## config.mk

```make
export PLATFORM = sky130hd
export DESIGN_NAME = hfaq_ctrl
export DESIGN_NICKNAME = d
export VERILOG_FILES = /design/src/sv/hfaq_pkg.sv /design/src/sv/hfaq_ctrl.sv
export VERILOG_INCLUDE_DIRS = /design/src /design/src/sv
export SDC_FILE = /design/constraint.sdc
export NUM_CORES = 1
export LEC_CHECK = 0
export ABC_CLOCK_PERIOD_IN_PS = 5900
export BUFFER_PORTS_ARGS = -buffer_cell sky130_fd_sc_hd__buf_2
export CAP_MARGIN = 20
export CELL_PAD_IN_SITES_DETAIL_PLACEMENT = 0
export CELL_PAD_IN_SITES_GLOBAL_PLACEMENT = 1
export CORE_MARGIN = 4
export CORE_UTILIZATION = 40
export DETAILED_ROUTE_END_ITERATION = 10
export GPL_TIMING_DRIVEN = 1
export PLACE_DENSITY = 0.73
export SETUP_SLACK_MARGIN = 0.15
export SYNTH_ARGS = -nofsm -noshare
export SYNTH_HDL_FRONTEND = slang
export SYNTH_SLANG_ARGS = --single-unit
```

## constraint.sdc

```tcl
create_clock -name i_clk -period 5.9 [get_ports i_clk]
set_input_delay 0.59 -clock i_clk [delete_from_list [all_inputs] [get_ports i_clk]]
set_output_delay 0.59 -clock i_clk [all_outputs]
set_load 0.02 [all_outputs]
```

## src/sv/assert_macros.svh

```systemverilog
// ----------------------------------------------------------------------------
// Assertion macros
// Shared concurrent assertion forms for the altitude query block.
// ----------------------------------------------------------------------------
`ifndef ASSERT_MACROS_SVH
`define ASSERT_MACROS_SVH

`ifndef SYNTHESIS

// property must hold at every rising clock edge outside reset
`define HFAQ_ASSERT(lbl, clk, rst_n, prop) \
    lbl: assert property (@(posedge clk) disable iff (!rst_n) prop) \
        else $error("assertion failed");

// expression must never be true outside reset
`define HFAQ_NEVER(lbl, clk, rst_n, expr) \
    lbl: assert property (@(posedge clk) disable iff (!rst_n) !(expr)) \
        else $error("forbidden condition seen");

`else

`define HFAQ_ASSERT(lbl, clk, rst_n, prop)
`define HFAQ_NEVER(lbl, clk, rst_n, expr)

`endif

`endif

```

## src/sv/hfaq_pkg.sv

```systemverilog
// ----------------------------------------------------------------------------
// hfaq_pkg
// Types and constants shared by the altitude query controller and datapath.
// ----------------------------------------------------------------------------
package hfaq_pkg;

    // configuration register indexes
    localparam logic [2:0] CFG_ORIGIN_X   = 3'd0;
    localparam logic [2:0] CFG_ORIGIN_Z   = 3'd1;
    localparam logic [2:0] CFG_INV_CELL_X = 3'd2;
    localparam logic [2:0] CFG_INV_CELL_Z = 3'd3;
    localparam logic [2:0] CFG_QUADS_X    = 3'd4;
    localparam logic [2:0] CFG_QUADS_Z    = 3'd5;
    localparam logic [2:0] CFG_FLAT_MODE  = 3'd6;

    // item opcodes
    localparam logic OPC_LOAD  = 1'b0;
    localparam logic OPC_QUERY = 1'b1;

    localparam int  STORE_AW   = 12;
    localparam int  STORE_DEPTH = 1 << STORE_AW;
    localparam logic [15:0] NRM_ONE = 16'sd32767;

    // datapath operations
    typedef enum logic [4:0] {
        OP_NOP,
        OP_WRITE,
        OP_CAPTURE,
        OP_DIFF,
        OP_LOCX,
        OP_LOCZ,
        OP_CELL,
        OP_READ,
        OP_EDGE,
        OP_INT1,
        OP_INT2,
        OP_SLX,
        OP_SLZ,
        OP_NORM,
        OP_SQ,
        OP_SQRT,
        OP_DIV_INIT,
        OP_DIV_STEP,
        OP_DIV_END,
        OP_EMIT_NRM,
        OP_EMIT_FLAT,
        OP_EMIT_OUT
    } t_dp_op;

    typedef struct packed {
        t_dp_op     op;
        logic [1:0] sel;
    } t_cmd;

    typedef struct packed {
        logic flat;
        logic in_range;
        logic big;
        logic out_free;
    } t_sts;

endpackage

```

## src/sv/hfaq_ctrl.sv

```systemverilog
// ----------------------------------------------------------------------------
// hfaq_ctrl
// Sequencer that steps the datapath through load, locate, interpolate and
// normalize, and hands finished results to the output register.
// ----------------------------------------------------------------------------
`include "assert_macros.svh"

module hfaq_ctrl (
    input  logic           i_clk,
    input  logic           i_rst_n,
    input  logic           i_in_valid,
    input  logic           i_op,
    output logic           o_in_stall,
    input  hfaq_pkg::t_sts i_sts,
    output hfaq_pkg::t_cmd o_cmd
);

    typedef enum logic [19:0] {
        S_IDLE      = 20'h00001,
        S_DIFF      = 20'h00002,
        S_LOCX      = 20'h00004,
        S_LOCZ      = 20'h00008,
        S_CHECK     = 20'h00010,
        S_READ      = 20'h00020,
        S_EDGE      = 20'h00040,
        S_INT1      = 20'h00080,
        S_INT2      = 20'h00100,
        S_SLX       = 20'h00200,
        S_SLZ       = 20'h00400,
        S_NORM      = 20'h00800,
        S_SQ        = 20'h01000,
        S_SQRT      = 20'h02000,
        S_DIVI      = 20'h04000,
        S_DIVS      = 20'h08000,
        S_DIVE      = 20'h10000,
        S_EMIT_NRM  = 20'h20000,
        S_EMIT_FLAT = 20'h40000,
        S_EMIT_OUT  = 20'h80000
    } t_state;

    t_state     r_state, n_state;
    logic [4:0] r_cnt, n_cnt;
    logic [1:0] r_sel, n_sel;

    always_comb begin
        n_state    = r_state;
        n_cnt      = r_cnt;
        n_sel      = r_sel;
        o_cmd.op   = hfaq_pkg::OP_NOP;
        o_cmd.sel  = r_sel;
        unique case (r_state)
            S_IDLE: begin
                if (i_in_valid) begin
                    if (i_op == hfaq_pkg::OPC_LOAD) begin
                        o_cmd.op = hfaq_pkg::OP_WRITE;
                    end else begin
                        o_cmd.op = hfaq_pkg::OP_CAPTURE;
                        n_state  = i_sts.flat ? S_EMIT_FLAT : S_DIFF;
                    end
                end
            end
            S_DIFF: begin
                o_cmd.op = hfaq_pkg::OP_DIFF;
                n_state  = S_LOCX;
            end
            S_LOCX: begin
                o_cmd.op = hfaq_pkg::OP_LOCX;
                n_state  = S_LOCZ;
            end
            S_LOCZ: begin
                o_cmd.op = hfaq_pkg::OP_LOCZ;
                n_state  = S_CHECK;
            end
            S_CHECK: begin
                if (i_sts.in_range) begin
                    o_cmd.op = hfaq_pkg::OP_CELL;
                    n_sel    = 2'd0;
                    n_state  = S_READ;
                end else begin
                    n_state  = S_EMIT_OUT;
                end
            end
            S_READ: begin
                o_cmd.op = hfaq_pkg::OP_READ;
                n_sel    = r_sel + 2'd1;
                if (r_sel == 2'd3) begin
                    n_state = S_EDGE;
                end
            end
            S_EDGE: begin
                o_cmd.op = hfaq_pkg::OP_EDGE;
                n_state  = S_INT1;
            end
            S_INT1: begin
                o_cmd.op = hfaq_pkg::OP_INT1;
                n_state  = S_INT2;
            end
            S_INT2: begin
                o_cmd.op = hfaq_pkg::OP_INT2;
                n_state  = S_SLX;
            end
            S_SLX: begin
                o_cmd.op = hfaq_pkg::OP_SLX;
                n_state  = S_SLZ;
            end
            S_SLZ: begin
                o_cmd.op = hfaq_pkg::OP_SLZ;
                n_state  = S_NORM;
            end
            S_NORM: begin
                if (i_sts.big) begin
                    o_cmd.op = hfaq_pkg::OP_NORM;
                end else begin
                    n_sel   = 2'd0;
                    n_state = S_SQ;
                end
            end
            S_SQ: begin
                o_cmd.op = hfaq_pkg::OP_SQ;
                if (r_sel == 2'd2) begin
                    n_sel   = 2'd0;
                    n_cnt   = '0;
                    n_state = S_SQRT;
                end else begin
                    n_sel = r_sel + 2'd1;
                end
            end
            S_SQRT: begin
                o_cmd.op = hfaq_pkg::OP_SQRT;
                n_cnt    = r_cnt + 5'd1;
                if (r_cnt == 5'd31) begin
                    n_state = S_DIVI;
                end
            end
            S_DIVI: begin
                o_cmd.op = hfaq_pkg::OP_DIV_INIT;
                n_cnt    = '0;
                n_state  = S_DIVS;
            end
            S_DIVS: begin
                o_cmd.op = hfaq_pkg::OP_DIV_STEP;
                n_cnt    = r_cnt + 5'd1;
                if (r_cnt == 5'd16) begin
                    n_state = S_DIVE;
                end
            end
            S_DIVE: begin
                o_cmd.op = hfaq_pkg::OP_DIV_END;
                if (r_sel == 2'd2) begin
                    n_state = S_EMIT_NRM;
                end else begin
                    n_sel   = r_sel + 2'd1;
                    n_state = S_DIVI;
                end
            end
            S_EMIT_NRM: begin
                if (i_sts.out_free) begin
                    o_cmd.op = hfaq_pkg::OP_EMIT_NRM;
                    n_state  = S_IDLE;
                end
            end
            S_EMIT_FLAT: begin
                if (i_sts.out_free) begin
                    o_cmd.op = hfaq_pkg::OP_EMIT_FLAT;
                    n_state  = S_IDLE;
                end
            end
            S_EMIT_OUT: begin
                if (i_sts.out_free) begin
                    o_cmd.op = hfaq_pkg::OP_EMIT_OUT;
                    n_state  = S_IDLE;
                end
            end
            default: begin
                n_state = S_IDLE;
            end
        endcase
    end

    always_ff @(posedge i_clk) begin
        if (!i_rst_n) begin
            r_state <= S_IDLE;
            r_cnt   <= '0;
            r_sel   <= '0;
        end else begin
            r_state <= n_state;
            r_cnt   <= n_cnt;
            r_sel   <= n_sel;
        end
    end

    assign o_in_stall = (r_state != S_IDLE);

    // results are only handed over when the output register can take them
    `HFAQ_NEVER(a_emit_free, i_clk, i_rst_n, ((o_cmd.op == hfaq_pkg::OP_EMIT_NRM) || (o_cmd.op == hfaq_pkg::OP_EMIT_FLAT) || (o_cmd.op == hfaq_pkg::OP_EMIT_OUT)) && !i_sts.out_free)
    // the store is only read for points inside the grid
    `HFAQ_ASSERT(a_read_range, i_clk, i_rst_n, (o_cmd.op == hfaq_pkg::OP_READ) |-> i_sts.in_range)
    // an accepted query always leaves idle
    `HFAQ_ASSERT(a_query_busy, i_clk, i_rst_n, (i_in_valid && !o_in_stall && (i_op == hfaq_pkg::OPC_QUERY)) |=> o_in_stall)

endmodule

```

**After elaboration in Yosys (flattened, before gate mapping)**

Index checks and enable logic that the tools add are counted.
W data, S select, Z words.

- Equality and inequality tests: 35
- Multiplexer cells: 27
- $add $sub $neg: 2
- Reductions and logical operators: 7

Operator list:

| operator | count |
|---|---|
| $pmux W20 S18 | 1 |
| $mux W20 | 9 |
| $pmux W5 S20 | 1 |
| $eq A20 B1 Y1 const B | 1 |
| $eq A20 B10 Y1 const B | 1 |
| $eq A20 B11 Y1 const B | 1 |
| $eq A20 B12 Y1 const B | 1 |
| $eq A20 B13 Y1 const B | 1 |
| $eq A20 B14 Y1 const B | 1 |
| $eq A20 B15 Y1 const B | 1 |
| $eq A20 B16 Y1 const B | 1 |
| $eq A20 B17 Y1 const B | 1 |
| $eq A20 B18 Y1 const B | 1 |
| $eq A20 B19 Y1 const B | 1 |
| $eq A20 B2 Y1 const B | 1 |
| $eq A20 B20 Y1 const B | 1 |
| $eq A20 B3 Y1 const B | 1 |
| $eq A20 B4 Y1 const B | 1 |
| $eq A20 B5 Y1 const B | 1 |
| $eq A20 B6 Y1 const B | 1 |
| $eq A20 B7 Y1 const B | 1 |
| $eq A20 B8 Y1 const B | 1 |
| $eq A20 B9 Y1 const B | 1 |
| $mux W5 | 4 |
| 21 further kinds | 36 |

- Output and inout bits: 8
- Register bits after elaboration: 27
- Word-level logic and storage cells: 74

**Logic depth before layout (Yosys ltp)**

Gate-level depths: netlist of run 1.

- Word-level depth: 4
- Depth in mapped cells: 9

**Least setup slack after synthesis of run 1**

No wires, ideal clock.

- Path type: register to output
- Start point: register r_state[19]
- End point: output o_cmd[2] in the netlist's numbering
- Data arrival time: 2.303 ns
- Cell stages (with the launch flop): 8
- Path slack: 3.007 ns
- Cells stage by stage: dfxtp_1 > buf_2 > or4_1 > nor4_1 > nand2_1 > nor3b_1 > nor2_1 > nand4_1

RTL lines:

| element | line | source |
|---|---|---|
| start: declaration | hfaq_ctrl.sv:41 | `t_state r_state, n_state;` |
| start signal: assignment | hfaq_ctrl.sv:186 | `r_state <= n_state;` |
| end: declaration | hfaq_ctrl.sv:15 | `output hfaq_pkg::t_cmd o_cmd` |

==> results.tsv, run 1 <==
stage	metric	value	unit
grt	grt_pass1_vias	1636	
clock_network	post_cts_buffers	0	
clock_network	cts-root-buf	clkbuf_8	
floorplanning	io_pins	16	
synth	synth_edf_count	0	
routing	drtAntennaViolNets	0	
timing	slew_headroom	44.5	%
finish	n_antenna_cell	0	
critical_path	arrival	2.82	ns
finish	seq_area	541	um^2
pwr	pwr-share-clk	18.2	%
grt	grt_max_degree	16	
critical_path	path_class	flip-flop to output port	
pwr	power.leakage	0.758	nW
timing	final.min_clock_period	3.41	ns
grt	grt-ovfl-total	0	
floorplanning	die_w	77.8	um
floorplanning	dieArea	6050	um^2
placed_design	dpl.cell_count	297	
status	outcome	finished, final reports clean	
routing	dr_total_vias	1685	
synth	yosysTopAreaCellShare	27.7	%
routing	drt_iter0_drc	127	
synth	synth_nets	243	
synth	synthArstFlopShare	0	%
clock_network	h-tree-depth	1	
clock_network	cts_tree	yes	
finish	drive_above_1_share	17.5	%
worst_hold_path	worstHoldPathType	input pin to flip-flop	
clock_network	holdBufCountCts	0	
pwr	p_sw	0.267	mW
finish	fin_cells	301	
pwr	irDropWorstVdd	0.000150	V
clock_network	cts_resized	0	
routing	wl_per_cell	16.2	um
clock_network	numClockSinks	27	
finish	fill_cells	499	
synth	netlist_area	1950	um^2
routing	first_pass_iters	4	
floorplanning	die_h	77.8	um
pwr	switching_share	44.5	%
placed_design	place_congestion	0.873	
floorplanning	core	4720	um^2
grt	antenna_found_initial	0	
timing	rsz0062_at_grt	false	
routing	wirelength	4860	um
pwr	p_seq_share	35.4	%
critical_path	end_kind	output port	
critical_path	startpoint_type	flip-flop	
clock_network	path_clk_slew	0.09	ns
timing	setup_tns	0	ns
synth	synth.most_common_cell	nor2_1	
floorplanning	rows	25	
pwr	p_comb_share	46.4	%
clock_network	cts_made_buffers	3	
grt	grt_pass1_wl	8220	um
finish	syn2layout_area_growth	7.00	%
synth	ys_types	55	
synth	syn-instance-count	228	
timing	setup_viol_count_final	0	
pwr	p_int	0.334	mW
synth	synth-seq-cells	27	
flow_run	cap_violations	0	
synth	synth_area_leaders	dfxtp_1 (28%), nor2_1 (5.4%), ha_1 (4.5%), or4_1 (3.5%), nor3_1 (3.3%)	
floorplanning	start_util	41.2	%
placed_design	io_buffers	15	
timing	fmax	293	MHz
synth	ys_seq_area_share	27.7	%
finish	multi_input_area	1300	um^2
pwr	p_per_area	288	nW/um^2
critical_path	crit_fanout	7	
clock_network	insertion_delay	0.28	ns
synth	synth_flop_cell	dfxtp_1	
routing	route.detailed.drc	0	
timing	worst_slew_pin_slew	0.821	ns
timing	final-max-slew-violation-count	0	
critical_path	critical_path_required	5.31	ns
placed_design	hpwl	3760	um
grt	grt.total_usage	16.8	%
synth	yosysWarnings	0	
timing	hold_viol	0	
timing	finalCritPeriodShare	57.8	%
routing	via_per_inst	5.60	
finish	layout.nets	250	
timing	skew	0.00382	ns
synth	post_synth.cell_area_avg	8.54	um^2
clock_network	clockBufferDepth	2	
synth	synth_top_area_cell	dfxtp_1	
synth	synth_commonest_cells	nor2_1 (28), dfxtp_1 (27), nor3_1 (13)	
sequential cells by signal, summed over array words and instances, names as in the netlist:
register  count
r_state      20
r_cnt         5
r_sel         2
metrics by stage:
stage	setup WS (ns)	area, um^2	utilization, %	power [mW]	hold WS (ns)
6_report	2.49	2080	44.1	0.601	0.479
5_1_grt	2.34	2080	44.1	0.643	0.478
4_1_cts	2.51	2080	44.1	0.602	0.479
3_5_place_dp	2.83	2040	43.2	0.491	0.521
2_1_floorplan	3.01	1950	-	0.424	0.486
3_3_place_gp	2.82	2040	43.2	0.495	0.510
critical path, cell delays in order (launching register included):
cell and delay [ns]:
dfxtp_1 0.41, or4_1 0.68, nor4_1 0.64, nand2_1 0.25, nor3b_1 0.26, nor2_1 0.07
nand4_1 0.08, buf_2 0.16
worst paths after layout:
path / from / endpoint / slack, ns / cells past startpoint
hold reg to reg: r_cnt[3]$_SDFFE_PN0P_ / r_cnt[3]$_SDFFE_PN0P_ / 0.54 / 2
setup reg to reg: r_state[13]$_SDFFE_PN0P_ / r_state[16]$_SDFFE_PN0P_ / 3.04 / 6
setup / recovery: r_state[19]$_SDFFE_PN0P_ / o_cmd[2] / 2.49 / 7
hold / removal: i_sts[3] / r_state[1]$_SDFFE_PN0P_ / 0.48 / 2
power by group through the flow:
stage	logic, mW	clock network [mW]	registers (mW)
floorplan	0.220	0	0.204
global placement	0.279	0	0.216
detailed placement	0.274	0	0.216
CTS	0.278	0.112	0.212
global route	0.304	0.122	0.216
finish	0.279	0.109	0.213
kinds of logic after synthesis:
kind of cell             count (synthesis)  share of synthesized area (%)
multiplexers                             3                           1.54
XOR/XNOR                                12                           5.39
flip-flops                              27                           27.7
AO/OA/AOI/OAI                           33                           13.4
adder cells (fa/ha/maj)                  7                           4.50
buffers and inverters                   24                           5.65
AND/OR/NAND/NOR                        122                           41.8
layer usage:
layer	up-vias	global-route usage, %	part of all wire (%)
li1	865	-	-
met1	776	22.4	48
met2	39	27.8	46
met3	5	3.02	5.2
met4	0	3.91	0.88
met5	-	0	0
placed cells by master, fill, tap and decap left out, types with 6 or more instances in the layout:
| master | n |
|---|---|
| nor2_1 | 28 |
| nor4_1 | 6 |
| xnor2_1 | 7 |
| or4b_2 | 6 |
| dfxtp_1 | 27 |
| buf_2 | 15 |
| or4_1 | 9 |
| ha_1 | 7 |
| nor3_1 | 13 |
| inv_1 | 11 |
| nor2b_1 | 7 |
| a21oi_1 | 6 |
| nand3_1 | 7 |
area by class of cell:
cell class | instances | share of cell area [%]
Multi-Input combinational cell | 177 | 62.2
Sequential cell | 27 | 25.9
Tap cell | 67 | 4.02
Timing Repair Buffer | 15 | 3.60
Clock buffer | 3 | 1.98
Inverter | 11 | 1.98
Clock inverter | 1 | 0.240
Note: power is estimated with default switching activity, not from simulation.
==> inputs of run 2 (changes only) <==
--- a/config.mk
+++ b/config.mk
@@ -6,7 +6,7 @@
 export SDC_FILE = /design/constraint.sdc
 export NUM_CORES = 1
 export LEC_CHECK = 0
-export ABC_CLOCK_PERIOD_IN_PS = 5900
+export ABC_CLOCK_PERIOD_IN_PS = 3000
 export BUFFER_PORTS_ARGS = -buffer_cell sky130_fd_sc_hd__buf_2
 export CAP_MARGIN = 20
 export CELL_PAD_IN_SITES_DETAIL_PLACEMENT = 0
@@ -15,7 +15,7 @@
 export CORE_UTILIZATION = 40
 export DETAILED_ROUTE_END_ITERATION = 10
 export GPL_TIMING_DRIVEN = 1
-export PLACE_DENSITY = 0.73
+export PLACE_DENSITY = 0.76
 export SETUP_SLACK_MARGIN = 0.15
 export SYNTH_ARGS = -nofsm -noshare
 export SYNTH_HDL_FRONTEND = slang
==> constraint.sdc (replaced) <==
create_clock -name i_clk -period 3 [get_ports i_clk]
set_input_delay 0.3 -clock i_clk [delete_from_list [all_inputs] [get_ports i_clk]]
set_output_delay 0.3 -clock i_clk [all_outputs]
set_load 0.02 [all_outputs]
==> results.tsv, run 2 (synthesis gave the netlist of run 1 again) <==
stage	metric	value	unit	change
finish	final_area	2190	um^2	was 2080 um^2
pwr	p_comb_share	49.0	%	was 46.4%
grt	grt.total_usage	16.5	%	was 16.8%
finish	n_antenna_cell	0		unchanged
timing	final-max-slew-violation-count	0		unchanged
routing	wl_per_cell	16.5	um	was 16.2 um
critical_path	startpoint	r_state[17]$_SDFFE_PN0P_		was r_state[19]$_SDFFE_PN0P_
routing	dr_total_vias	1732		was 1685
finish	syn2layout_area_growth	12.3	%	was 7.00%
finish	fill_cells	494		was 499
grt	grt_pass1_wl	7990	um	was 8220 um
timing	fmax	359	MHz	
placed_design	place_congestion	0.879		was 0.873
pwr	pwr-share-clk	17.5	%	was 18.2%
critical_path	slowest_delay	0.58	ns	was 0.68 ns
grt	grt_pass1_vias	1579		was 1636
clock_network	cts_tree	yes		unchanged
critical_path	reg2reg_from	r_state[4]$_SDFFE_PN0P_		was r_state[13]$_SDFFE_PN0P_
floorplanning	die_w	77.8	um	unchanged
finish	drive_above_1_share	23.3	%	was 17.5%
clock_network	clockBufferDepth	2		unchanged
timing	worst_slew_pin_slew	0.785	ns	was 0.821 ns
critical_path	timing.rr.end	r_state[14]$_SDFFE_PN0P_		was r_state[16]$_SDFFE_PN0P_
critical_path	rr_worst_depth	6		unchanged
critical_path	cp_slowest_cell	or4_4		was or4_1
routing	drtAntennaViolNets	0		unchanged
critical_path	cp-endpoint	o_cmd[2]		unchanged
critical_path	critical_path_required	2.70	ns	was 5.31 ns
clock_network	cts-root-buf	clkbuf_8		unchanged
grt	grt-ovfl-total	0		unchanged
routing	drt_iter0_drc	122		was 127
clock_network	numClockSinks	27		unchanged
floorplanning	die_h	77.8	um	unchanged
placed_design	dpl.cell_count	303		was 297
routing	route.detailed.drc	0		unchanged
worst_hold_path	worstHoldPathType	input pin to flip-flop		unchanged
floorplanning	core	4720	um^2	unchanged
routing	wirelength	5060	um	was 4860 um
finish	postLayoutCoreUtil	46.3	%	was 44.1%
timing	skew	0.0115	ns	was 0.00382 ns
critical_path	crit_fanout	9		was 7
floorplanning	dieArea	6050	um^2	unchanged
routing	first_pass_iters	4		unchanged
timing	final.min_clock_period	2.78	ns	
finish	largest_register_ffs	20		unchanged
timing	setup_tns	0	ns	unchanged
finish	final_common_cell	nor2_1		unchanged
grt	antenna_found_initial	0		unchanged
critical_path	path_class	flip-flop to output port		unchanged
critical_path	arrival	2.48	ns	was 2.82 ns
placed_design	hpwl	3760	um	about the same
pwr	p_per_area	583	nW/um^2	was 288 nW/um^2
floorplanning	io_pins	16		unchanged
clock_network	path_clk_slew	0.11	ns	was 0.09 ns
timing	setup_viol_count_final	0		unchanged
clock_network	h-tree-depth	1		unchanged
timing	rsz0062_at_grt	true		was false
status	outcome	finished, final reports clean		unchanged
critical_path	crit_chain	or4_4 > nor4_2 > buf_4 > nand2_1 > nor3b_1 > nor2_1 > nand4_1 > buf_2		was or4_1 > nor4_1 > nand2_1 > nor3b_1 > nor2_1 > nand4_1 > buf_2
pwr	p_seq_share	33.4	%	was 35.4%
clock_network	post_cts_buffers	0		unchanged
timing	hold_viol	0		unchanged
pwr	switching_share	43.8	%	was 44.5%
clock_network	cts_made_buffers	3		unchanged
timing	slew_headroom	46.9	%	was 44.5%
finish	fin_cells	307		was 301
pwr	power.leakage	0.798	nW	was 0.758 nW
placed_design	io_buffers	15		unchanged
critical_path	startpoint_type	flip-flop		unchanged
placed_design	placed_area	2080	um^2	was 2040 um^2
floorplanning	start_util	41.2	%	unchanged
clock_network	insertion_delay	0.29	ns	was 0.28 ns
flow_run	cap_violations	0		unchanged
finish	layout.nets	256		was 250
finish	layout_common_cells	nor2_1 (28), dfxtp_1 (24), buf_2 (15)		was nor2_1 (28), dfxtp_1 (27), buf_2 (15)
finish	top_register	r_state		unchanged
routing	via_per_inst	5.64		was 5.60
timing	holdWs	0.183	ns	was 0.479 ns
grt	grt_max_degree	17		was 16
worst_hold_path	hp-start	i_sts[3]		unchanged
floorplanning	rows	25		unchanged
finish	top_regs	r_state x20, r_cnt x5, r_sel x2		unchanged
critical_path	r2r_slack	0.22	ns	was 3.04 ns
pwr	p_int	0.717	mW	was 0.334 mW
timing	finalCritPeriodShare	92.7	%	
pwr	irDropWorstVdd	0.000223	V	was 0.000150 V
critical_path	end_kind	output port		unchanged
pwr	p_sw	0.559	mW	was 0.267 mW
## run 2: changes by cell type in the layout (fill, tap and decap cells not counted), moves of 3 or more
cell	delta
or4_1	-4
buf_4	+6
dfxtp_1	-3
dfxtp_2	+3
or4_4	+4
nor4_4	+3
## run 2: per-layer routing
layer / wire, um / global-route usage (%)
met3: 198 / 2.78
met5: 0 / 0
met4: 47 / 3.74
met2: 2380 / 26.6
met1: 2440 / 22.8
## run 2: final cells by class
class / count / area, um^2 / share of cell area (%)
multi-input cells: 177 / 1350 / 61.7
flip-flops and latches: 27 / 544 / 24.9
repair buffers: 21 / 120 / 5.49
well taps: 67 / 83.8 / 3.83
clock buffers: 3 / 41.3 / 1.89
inverters: 11 / 41.3 / 1.89
clock inverters: 1 / 7.51 / 0.343
## run 2: critical path, delay by kind of cell, from the launching register on
kind                   cells  cell delay, ns
AND/OR/NAND/NOR            6            1.43
buffers and inverters      2            0.33
flip-flops                 1            0.44
## run 2: how the worst min path moves through the flow
| stage | endpoint | slack, ns | depth (start not counted) |
|---|---|---|---|
| floorplan | r_state[1]$_SDFFE_PN0P_ | 0.38 | 1 |
| global placement | r_state[1]$_SDFFE_PN0P_ | 0.50 | 2 |
| detailed placement | r_state[1]$_SDFFE_PN0P_ | 0.49 | 2 |
| CTS | r_state[1]$_SDFFE_PN0P_ | 0.18 | 2 |
| global route | r_state[1]$_SDFFE_PN0P_ | 0.17 | 2 |
| finish | r_state[1]$_SDFFE_PN0P_ | 0.18 | 2 |
## run 2: what timing repair did
item | CTS | global route
gates resized for setup | 1 | 11
hold buffers | 0 | 0
endpoints found under the setup margin | 2 | 5
pin swaps | 0 | 0
## run 2: per-stage QoR
stage               worst slack (ns)  total power [mW]
floorplan                      0.397             0.834
global placement               0.385              1.02
detailed placement             0.306              1.01
CTS                            0.122              1.23
global route                   0.128              1.35
finish                         0.218              1.28
## run 2: power by group through the flow
stage | combinational, mW | clock, mW | sequential [mW]
CTS | 0.584 | 0.231 | 0.419
global placement | 0.589 | 0 | 0.428
detailed placement | 0.581 | 0 | 0.427
global route | 0.669 | 0.245 | 0.432
floorplan | 0.434 | 0 | 0.401
finish | 0.625 | 0.224 | 0.426
